[src/rtl/ping_round_trip_tracker_macros.svh]
`ifndef PING_ROUND_TRIP_TRACKER_MACROS_SVH
`define PING_ROUND_TRIP_TRACKER_MACROS_SVH

`ifndef ASSERT_OFF
`define PRTT_ASSERT(name, clk, rst, prop, msg) \
   name: assert property (@(posedge clk) disable iff (rst) prop) else $error(msg);
`define PRTT_ASSERT_ALWAYS(name, clk, prop, msg) \
   name: assert property (@(posedge clk) prop) else $error(msg);
`else
`define PRTT_ASSERT(name, clk, rst, prop, msg)
`define PRTT_ASSERT_ALWAYS(name, clk, prop, msg)
`endif

`endif

[src/rtl/prtt_pkg.sv]
package prtt_pkg;

   localparam logic [1:0]  CMD_RECORD        = 2'd0;
   localparam logic [1:0]  CMD_RECEIVE       = 2'd1;
   localparam logic [1:0]  CMD_TICK          = 2'd2;
   localparam logic [7:0]  ECHO_REPLY_TYPE   = 8'd0;
   localparam logic [15:0] MIN_MESSAGE_BYTES = 16'd8;

   typedef struct packed {
      logic [1:0]  command;
      logic [31:0] peer_address;
      logic [7:0]  message_type;
      logic [15:0] message_length;
      logic [15:0] ping_identifier;
      logic [15:0] ping_sequence;
   } req_type;

   typedef struct packed {
      logic [31:0] reply_address;
      logic [15:0] reply_identifier;
      logic [15:0] reply_sequence;
      logic [31:0] round_trip_ms;
      logic        matched;
   } rsp_type;

   typedef struct packed {
      logic capture;
      logic compare;
      logic execute;
      logic load;
   } cmd_type;

   typedef struct packed {
      logic is_reply;
   } stat_type;

endpackage

[src/rtl/prtt_datapath.sv]
module prtt_datapath #(
   parameter int TABLE_DEPTH = 8
) (
   input  logic              clock,
   input  logic              reset,
   input  prtt_pkg::req_type req_data,
   input  prtt_pkg::cmd_type cmd,
   output prtt_pkg::stat_type stat,
   output prtt_pkg::rsp_type rsp_data
);

   localparam int IDX_W = (TABLE_DEPTH > 1) ? $clog2(TABLE_DEPTH) : 1;

   prtt_pkg::req_type       req_ff;
   prtt_pkg::rsp_type       rsp_ff;
   prtt_pkg::rsp_type       rsp_in;
   logic [TABLE_DEPTH-1:0]  used_ff;
   logic [TABLE_DEPTH-1:0]  used_in;
   logic [TABLE_DEPTH-1:0]  hit_ff;
   logic [TABLE_DEPTH-1:0]  free_ff;
   logic [31:0]             count_ff;
   logic [31:0]             count_in;
   logic [31:0]             time_rd_ff;
   logic                    matched_ff;
   logic [15:0]             slot_id_ff  [TABLE_DEPTH];
   logic [15:0]             slot_seq_ff [TABLE_DEPTH];
   logic [31:0]             sent_mem    [TABLE_DEPTH];
   logic [IDX_W-1:0]        hit_idx;
   logic                    any_hit;
   logic [IDX_W-1:0]        free_idx;
   logic                    any_free;
   logic [IDX_W-1:0]        wr_idx;
   logic                    is_reply;
   logic                    do_record;
   logic                    do_reply;

   assign is_reply = (req_ff.command == prtt_pkg::CMD_RECEIVE)
                     && (req_ff.message_length >= prtt_pkg::MIN_MESSAGE_BYTES)
                     && (req_ff.message_type == prtt_pkg::ECHO_REPLY_TYPE);
   assign stat.is_reply = is_reply;
   assign do_record = cmd.execute && (req_ff.command == prtt_pkg::CMD_RECORD);
   assign do_reply  = cmd.execute && is_reply;

   // lowest set bit wins
   always_comb begin
      hit_idx  = '0;
      any_hit  = 1'b0;
      free_idx = '0;
      any_free = 1'b0;
      for (int k = TABLE_DEPTH - 1; k >= 0; k--) begin
         if (hit_ff[k]) begin
            hit_idx = IDX_W'(k);
            any_hit = 1'b1;
         end
         if (free_ff[k]) begin
            free_idx = IDX_W'(k);
            any_free = 1'b1;
         end
      end
   end

   assign wr_idx = any_free ? free_idx : '0;

   always_comb begin
      used_in = used_ff;
      if (do_record) begin
         used_in[wr_idx] = 1'b1;
      end else if (do_reply && any_hit) begin
         used_in[hit_idx] = 1'b0;
      end
   end

   assign count_in = (cmd.execute && (req_ff.command == prtt_pkg::CMD_TICK))
                     ? count_ff + 32'd1 : count_ff;

   always_comb begin
      rsp_in.reply_address    = req_ff.peer_address;
      rsp_in.reply_identifier = req_ff.ping_identifier;
      rsp_in.reply_sequence   = req_ff.ping_sequence;
      rsp_in.round_trip_ms    = matched_ff ? count_ff - time_rd_ff : 32'd0;
      rsp_in.matched          = matched_ff;
   end

   always_ff @(posedge clock) begin
      if (reset) begin
         used_ff  <= '0;
         count_ff <= '0;
      end else begin
         used_ff  <= used_in;
         count_ff <= count_in;
      end
   end

   always_ff @(posedge clock) begin
      if (cmd.capture) begin
         req_ff <= req_data;
      end
      if (cmd.compare) begin
         for (int k = 0; k < TABLE_DEPTH; k++) begin
            hit_ff[k] <= used_ff[k] && (slot_id_ff[k] == req_ff.ping_identifier)
                         && (slot_seq_ff[k] == req_ff.ping_sequence);
         end
         free_ff <= ~used_ff;
      end
      if (do_record) begin
         slot_id_ff[wr_idx]  <= req_ff.ping_identifier;
         slot_seq_ff[wr_idx] <= req_ff.ping_sequence;
      end
      if (do_reply) begin
         matched_ff <= any_hit;
      end
      if (cmd.load) begin
         rsp_ff <= rsp_in;
      end
   end

   always_ff @(posedge clock) begin
      if (do_record) begin
         sent_mem[wr_idx] <= count_ff;
      end
      if (do_reply) begin
         time_rd_ff <= sent_mem[hit_idx];
      end
   end

   assign rsp_data = rsp_ff;

endmodule

[src/rtl/prtt_ctrl.sv]
module prtt_ctrl (
   input  logic               clock,
   input  logic               reset,
   input  logic               req_valid,
   output logic               req_ready,
   output logic               rsp_valid,
   input  logic               rsp_ready,
   input  prtt_pkg::stat_type stat,
   output prtt_pkg::cmd_type  cmd
);

   localparam logic [1:0] ST_IDLE    = 2'd0;
   localparam logic [1:0] ST_COMPARE = 2'd1;
   localparam logic [1:0] ST_EXECUTE = 2'd2;
   localparam logic [1:0] ST_OUTPUT  = 2'd3;

   logic [1:0] state_ff;
   logic [1:0] state_in;
   logic       rsp_valid_ff;
   logic       rsp_valid_in;

   always_comb begin
      state_in = state_ff;
      cmd      = '0;
      case (state_ff)
         ST_IDLE: begin
            if (req_valid) begin
               cmd.capture = 1'b1;
               state_in    = ST_COMPARE;
            end
         end
         ST_COMPARE: begin
            cmd.compare = 1'b1;
            state_in    = ST_EXECUTE;
         end
         ST_EXECUTE: begin
            cmd.execute = 1'b1;
            state_in    = stat.is_reply ? ST_OUTPUT : ST_IDLE;
         end
         ST_OUTPUT: begin
            // hold until the output register frees up
            if (!rsp_valid_ff || rsp_ready) begin
               cmd.load = 1'b1;
               state_in = ST_IDLE;
            end
         end
         default: begin
            state_in = ST_IDLE;
         end
      endcase
   end

   assign rsp_valid_in = cmd.load ? 1'b1 : (rsp_ready ? 1'b0 : rsp_valid_ff);

   always_ff @(posedge clock) begin
      if (reset) begin
         state_ff     <= ST_IDLE;
         rsp_valid_ff <= 1'b0;
      end else begin
         state_ff     <= state_in;
         rsp_valid_ff <= rsp_valid_in;
      end
   end

   assign req_ready = (state_ff == ST_IDLE);
   assign rsp_valid = rsp_valid_ff;

endmodule

[src/rtl/ping_round_trip_tracker.sv]
// Steps: records, ticks and ignored words pass accept, tag compare and table update;
//   an echo reply adds output load, held while the last result waits; one word at a time.
// Result: an echo reply shows its result after acceptance, compare, table update with
//   send time read, and output load; ticks and records give no result.
// Reset: synchronous; clears the slot used bits, the millisecond count and the control.
`include "ping_round_trip_tracker_macros.svh"

module ping_round_trip_tracker #(
   parameter int TABLE_DEPTH = 8
) (
   input  logic              clock,
   input  logic              reset,
   input  logic              req_valid,
   output logic              req_ready,
   input  prtt_pkg::req_type req_data,
   output logic              rsp_valid,
   input  logic              rsp_ready,
   output prtt_pkg::rsp_type rsp_data
);

   prtt_pkg::cmd_type  cmd;
   prtt_pkg::stat_type stat;

   prtt_ctrl u_ctrl (
      .clock     (clock),
      .reset     (reset),
      .req_valid (req_valid),
      .req_ready (req_ready),
      .rsp_valid (rsp_valid),
      .rsp_ready (rsp_ready),
      .stat      (stat),
      .cmd       (cmd)
   );

   prtt_datapath #(
      .TABLE_DEPTH (TABLE_DEPTH)
   ) u_datapath (
      .clock    (clock),
      .reset    (reset),
      .req_data (req_data),
      .cmd      (cmd),
      .stat     (stat),
      .rsp_data (rsp_data)
   );

   `PRTT_ASSERT(a_cmd_onehot, clock, reset, $onehot0(cmd), "more than one datapath command")
   `PRTT_ASSERT(a_accept_compare, clock, reset, (req_valid && req_ready) |=> cmd.compare,
                "compare does not follow acceptance")
   `PRTT_ASSERT(a_no_overwrite, clock, reset, cmd.load |-> (!rsp_valid || rsp_ready),
                "pending result overwritten")
   `PRTT_ASSERT(a_unmatched_zero, clock, reset,
                (rsp_valid && !rsp_data.matched) |-> (rsp_data.round_trip_ms == 32'd0),
                "unmatched reply with nonzero round trip")

endmodule
[config.mk]
export PLATFORM = sky130hd
export DESIGN_NAME = ping_round_trip_tracker
export DESIGN_NICKNAME = d
export VERILOG_FILES = /design/src/rtl/prtt_pkg.sv /design/src/rtl/prtt_datapath.sv /design/src/rtl/prtt_ctrl.sv /design/src/rtl/ping_round_trip_tracker.sv
export VERILOG_INCLUDE_DIRS = /design/src /design/src/rtl
export SDC_FILE = /design/constraint.sdc
export NUM_CORES = 1
export LEC_CHECK = 0
export ABC_AREA = 0
export BUFFER_PORTS_ARGS = -buffer_cell sky130_fd_sc_hd__buf_4
export CORE_AREA = 2 2 297 211
export DETAILED_ROUTE_END_ITERATION = 10
export DIE_AREA = 0 0 299 213
export PLACE_DENSITY = 0.71
export SLEW_MARGIN = 10
export SYNTH_ARGS = -nofsm -noshare
export SYNTH_HDL_FRONTEND = slang
export SYNTH_SLANG_ARGS = --single-unit
[constraint.sdc]
create_clock -name clock -period 8.7 [get_ports clock]
set_input_delay 0.435 -clock clock [delete_from_list [all_inputs] [get_ports clock]]
set_output_delay 0.435 -clock clock [all_outputs]
set_load 0.005 [all_outputs]
# [Yosys cells after proc, flatten, opt, wreduce, memory -nomap -nowiden]
# Memory sizes are Yosys's and may differ from the RTL's. A register that Yosys moved wholly into a read port is not among the register bits.
# Index checks and enable logic that the tools add are counted.
# W data, S select, Z words.
[op_classes] n_bitwise=4 n_eq_ne=23 n_reduce_logical=32 n_mux=53 magnitude_cmp=5 add_sub_neg=2
[ops] op="$eq A16 B16 Y1" count=16
[ops] op="$mux W3" count=17
[ops] op="$add A32 B1 Y32 const B" count=1
[ops] op="$sub A32 B32 Y32" count=1
[ops] op="$mux W1" count=28
[ops] op="$logic_and A1 B1 Y1" count=24
[ops] op="$ge A16 B4 Y1 const B" count=1
[ops] op="$mux W8" count=2
[ops] op="$not A8 Y8" count=2
[ops] op="$and A8 B8 Y8" count=1
[ops] op="$logic_not A8 Y1" count=1
[ops] op="$lt A3 B4 Y1 const B" count=2
[ops] op="$or A8 B8 Y8" count=1
[ops] op="$pmux W2 S4" count=1
[ops] op="$demux W1 S3" count=2
[ops] op="$eq A2 B2 Y1 const B" count=3
[ops] op="$ge A3 B1 Y1 const B" count=2
[ops] op="$mux W2" count=3
[ops] op="$eq A2 B1 Y1 const B" count=2
[ops] op="$logic_not A2 Y1" count=2
[ops] op="$reduce_bool A2 Y1" count=2
[ops] op="$ne A2 B1 Y1 const B" count=1
[ops] op="$ne A2 B2 Y1 const B" count=1
[ops] op="$reduce_and A2 Y1" count=1
[ops] op="2 further kinds" count=2
[word_totals] elab_cells=140 ff_bits=247 n_memories=3 ramBits=512
[memory_table] name="u_datapath.sent_mem" words=8 word_bits=32 rd=1 rd_ports_with_merged_regs=1 write_ports=1 line="prtt_datapath.sv:27" source="logic [31:0] sent_mem [TABLE_DEPTH];"
[memory_table] name="u_datapath.slot_id_ff" words=8 word_bits=16 rd=8 rd_ports_with_merged_regs=0 write_ports=1 line="prtt_datapath.sv:25" source="logic [15:0] slot_id_ff [TABLE_DEPTH];"
[memory_table] name="u_datapath.slot_seq_ff" words=8 word_bits=16 rd=8 rd_ports_with_merged_regs=0 write_ports=1 line="prtt_datapath.sv:26" source="logic [15:0] slot_seq_ff [TABLE_DEPTH];"

# [Depth between registers and ports, before layout]
[depth] word_depth=16 depth_mapped=10 depth_no_buf=10

# [Cells and area by module]
# From an unflattened synthesis, not the netlist that was laid out.
[hier_totals] hier_cells=1934 hier_area_um2=31041.0
[modules_own_cells] mod="prtt_datapath" cells_each=1917 seq_area_each_um2=23172.2 area_each_um2=30888.4 n_inst=1
[modules_own_cells] mod="prtt_ctrl" cells_each=17 seq_area_each_um2=60.1 area_each_um2=152.6 n_inst=1

# [Worst setup path after synthesis]
# No wires, ideal clock.
[synth_timing] kind="register -> register" from="register u_ctrl.state_ff[0]" to="register u_datapath.rsp_ff, in the netlist u_datapath.rsp_data[0] (enable)" synth_period_minus_slack_ns=5.213 slack_ns=3.487 arrival_ns=4.660 path_stages_with_launch=4 cell_sequence="dfxtp_1 -> clkbuf_1 -> nand2_1 -> nor2_1"
[synth_lines] element="from (decl)" line="prtt_ctrl.sv:17" source="logic [1:0] state_ff;"
[synth_lines] element="from (signal assigned)" line="prtt_ctrl.sv:60" source="state_ff <= state_in;"
[synth_lines] element="to (signal assigned)" line="prtt_datapath.sv:113" source="rsp_ff <= rsp_in;"
[synth_lines] element="to (decl)" line="prtt_datapath.sv:15" source="prtt_pkg::rsp_type rsp_ff;"

# [Worst setup path in the final report]
[layout_timing] from="register u_ctrl.state_ff[1]" to="memory u_datapath.sent_mem[7][25] (enable)"
[layout_between] elab_chain_cells=5
[layout_rtl] element="$eq A2 B2 Y1" line="prtt_ctrl.sv:25" source="case (state_ff)"
[layout_rtl] element="$mux W1" line="prtt_ctrl.sv:25"
[layout_rtl] element="$logic_and A1 B1 Y1" line="prtt_datapath.sv:41" source="assign do_record = cmd.execute && (req_ff.command == prtt_pkg::CMD_RECORD);"
[layout_rtl] element="$mux W1" line="prtt_datapath.sv:118" source="if (do_record) begin"
[layout_rtl] element="$mux W1 (not written as such)" line="prtt_datapath.sv:119" source="sent_mem[wr_idx] <= count_ff;"
[layout_rtl] element="to (decl)" line="prtt_datapath.sv:27"
# Every way passes these cells.

==> results.py <==
metrics = {
    "global_routing": {
        "grt_antenna_before_repair": 0,
        "grt_pass1_wl_microns": 108000,
        "grt.overflow.total": 0,
        "grt_max_degree": 64,
        "first_global_vias": 17800,
        "grt_usage_pct": 22.6,
    },
    "synthesis": {
        "yosys-top-cells-area": "edfxtp_1 (71%), xnor2_1 (6.7%), dfxtp_1 (2.7%)",
        "netlist_instances": 2000,
        "syn-cell-area_sq_um": 31400,
        "synth_flop_cell": "edfxtp_1",
        "synth.top_cell.area_share_pct": 71.3,
        "ys_seq_elements": 788,
        "synth.avg_cell_area_sq_um": 15.7,
        "yosysWarnings": 0,
        "async_flop_share_pct": 0,
        "synth_edf_count": 745,
        "synth_fp_nets": 2127,
        "synth_seq_area_share_pct": 74.0,
        "synth_largest_area_cell": "edfxtp_1",
        "synthDistinctLibCells": 78,
    },
    "routing": {
        "vias": 18200,
        "drt_iter0_drc": 1979,
        "routed_via_density": 5.71,
        "wirelength_microns": 72200,
        "drt-wirelength-per-cell_microns": 22.6,
        "postRouteAntennaNets": 0,
        "dr.pass1.iters": 6,
        "drc_errors": 0,
    },
    "clock_tree": {
        "hold_buffers": 87,
        "cts.sink_count": 788,
        "clock_latency_ns": 0.63,
        "cts_setup_buffers": 0,
        "cts_tree": "done",
        "cts_htree_levels": 3,
        "clock_tree.root_cell": "clkbuf_16",
        "cts_max_path_buffers": 3,
        "cts_resized": 0,
        "clk_pin_slew_worst_paths_ns": 0.06,
        "cts_buffers": 75,
    },
    "placed_design": {
        "place_area_sq_um": 33900,
        "io_buffer_count": 189,
        "routabilityCongestion": 0.891,
        "place_hpwl_microns": 43800,
    },
    "worst_hold_path": {
        "holdCritPathClass": "in -> reg",
    },
    "sta": {
        "timing.final.crit_period_ns": 3.48,
        "maxSlewHeadroom_pct": 19.0,
        "tns_ns": 0,
        "final_hold_viol_count": 0,
        "fin_worst_skew_ns": 0.0285,
        "setup_viol": 0,
        "rsz0062_at_grt": "no",
        "fmax_ghz": 0.287,
        "slew_violations": 0,
        "period_share_pct": 40.1,
        "worst_pin_slew_ns": 1.22,
    },
    "floorplanning": {
        "io_pins": 193,
        "die_x_microns": 299,
        "coreArea_sq_um": 60900,
        "dieArea_sq_um": 63700,
        "die_h_microns": 213,
        "initial_core_util_pct": 51.6,
        "rows": 76,
    },
    "layout": {
        "final_area_sq_um": 37200,
        "num-fill-cells": 4485,
        "drive_gt1_share_pct": 16.5,
        "register_area_sq_um": 23200,
        "antenna_cells": 0,
        "nets": 2444,
        "mostFrequentLayoutCell": "edfxtp_1",
        "mostFrequentLayoutCells": "edfxtp_1 (745), xnor2_1 (241), buf_4 (235), nand2_1 (112), dlygate4sd3_1 (87)",
        "multi_input_area_sq_um": 7580,
        "area_growth_pct": 18.6,
    },
    "critical_path": {
        "crit_path_frequent_cell": "nand2_1",
        "cpMaxStageDelayCell": "buf_4",
        "critPathKind": "reg -> reg",
        "crit_chain": "nor3b_1 -> nand2b_1 -> nor3_1 -> nand2_1 -> nor4_1 -> nand2_1 -> inv_2 -> buf_4",
        "max_stage_delay_ns": 0.61,
        "start_kind": "flip-flop",
        "required_ns": 8.94,
        "cp-end-kind": "flip-flop",
        "critical_path.max_fanout": 33,
        "arrival_ns": 3.73,
    },
    "pwr": {
        "p_leak_nw": 12.8,
        "vdd_drop_max_mv": 0.207,
        "power_density_nw_per_um2": 210,
    },
    "job": {
        "cap_violations": 0,
    },
    "status": {
        "status": "completed",
    },
}
[kinds of logic after synthesis]
kind of cell             count (synthesis)  synth area share [%]
multiplexers                            45                  1.45
XOR/XNOR                               301                  8.40
AO/OA/AOI/OAI                          263                  5.71
flip-flops                             788                  74.0
adder cells (fa/ha/maj)                 33                  1.34
buffers and inverters                  148                  1.95
AND/OR/NAND/NOR                        422                  7.13
[stage by stage]
stage | hold slack (ns) | setup slack (ns) | cells | utilization, % | total power (W)
after floorplan | 0.400 | 3.49 | 2000 | - | 0.00442
after global placement | 0.400 | 5.35 | 2972 | 55.6 | 0.00453
after detailed placement | 0.405 | 5.30 | 2972 | 55.6 | 0.00454
after CTS | 0.0922 | 5.26 | 3194 | 61.2 | 0.00787
after global routing | 0.125 | 4.90 | 3194 | 61.2 | 0.00805
final | 0.125 | 5.22 | 3194 | 61.2 | 0.00783
[report_power, final]
part           total, W  internal, W  leakage, nW  switching, W
logic          0.000291     0.000132         4.42      0.000159
clock network   0.00334      0.00196         1.22       0.00138
registers       0.00420      0.00417         7.15     0.0000280
[worst max-delay path: cells and delay by family (launching register included)]
family	cells	cell delay (ns)
flip-flops	1	0.51
buffers and inverters	2	1.17
AND/OR/NAND/NOR	6	1.38
[sequential cells by signal, summed over array words and instances (netlist names)]
register / flops
u_datapath.req_ff: 87
u_datapath.used_ff: 8
u_datapath.free_ff: 8
u_datapath.count_ff: 32
u_datapath.sent_mem: 256
u_datapath.hit_ff: 8
u_datapath.rsp_data: 97
u_ctrl.rsp_valid: 1
u_datapath.matched_ff: 1
u_datapath.slot_id_ff: 128
u_datapath.time_rd_ff: 32
u_ctrl.state_ff: 2
u_datapath.slot_seq_ff: 128
[cell type report]
type / instances / share of cell area (%)
Sequential cell: 788 / 62.4
Multi-Input combinational cell: 1064 / 20.4
Timing Repair Buffer: 322 / 7.08
Clock buffer: 94 / 5.46
Tap cell: 819 / 2.75
Clock inverter: 41 / 1.30
Inverter: 66 / 0.665
[routing by layer]
layer / up-vias / track usage (%) / wire length, microns
met4: 0 / 5.81 / 1250
met2: 792 / 34.1 / 32300
met5: - / 0 / 0
met3: 103 / 4.80 / 6340
met1: 9139 / 33.6 / 32300
li1: 8197 / - / -
[cells in the mapped netlist, drive strengths merged (3+ instances only)]
master / number
a211o: 6
a211oi: 4
a21o: 16
a21oi: 82
a221oi: 5
a222oi: 19
a22o: 10
a22oi: 12
a31oi: 17
and2: 7
and3: 16
and4: 3
buf: 19
clkbuf: 63
dfxtp: 43
edfxtp: 745
ha: 32
inv: 65
mux2: 4
mux2i: 41
nand2: 112
nand2b: 11
nand3: 24
nand4: 81
nor2: 83
nor2b: 7
nor3: 11
nor4: 37
o2111ai: 9
o21a: 4
o21ai: 37
o21bai: 7
o221ai: 6
o22ai: 4
o31ai: 10
or2: 5
or3: 6
or4: 8
xnor2: 241
xor2: 60
[path summary, 6_finish.rpt]
kind                               from                          to  slack, ns  depth (start not counted)
setup / recovery     u_ctrl.state_ff[1]  u_datapath.sent_mem[7][25]       5.22                          8
hold / removal                rsp_ready            u_ctrl.rsp_valid       0.13                          3
setup reg to reg     u_ctrl.state_ff[1]  u_datapath.sent_mem[7][25]       5.22                          8
hold reg to reg   u_datapath.req_ff[87]     u_datapath.rsp_data[96]       0.42                          0
(Power assumes the default switching activity.)
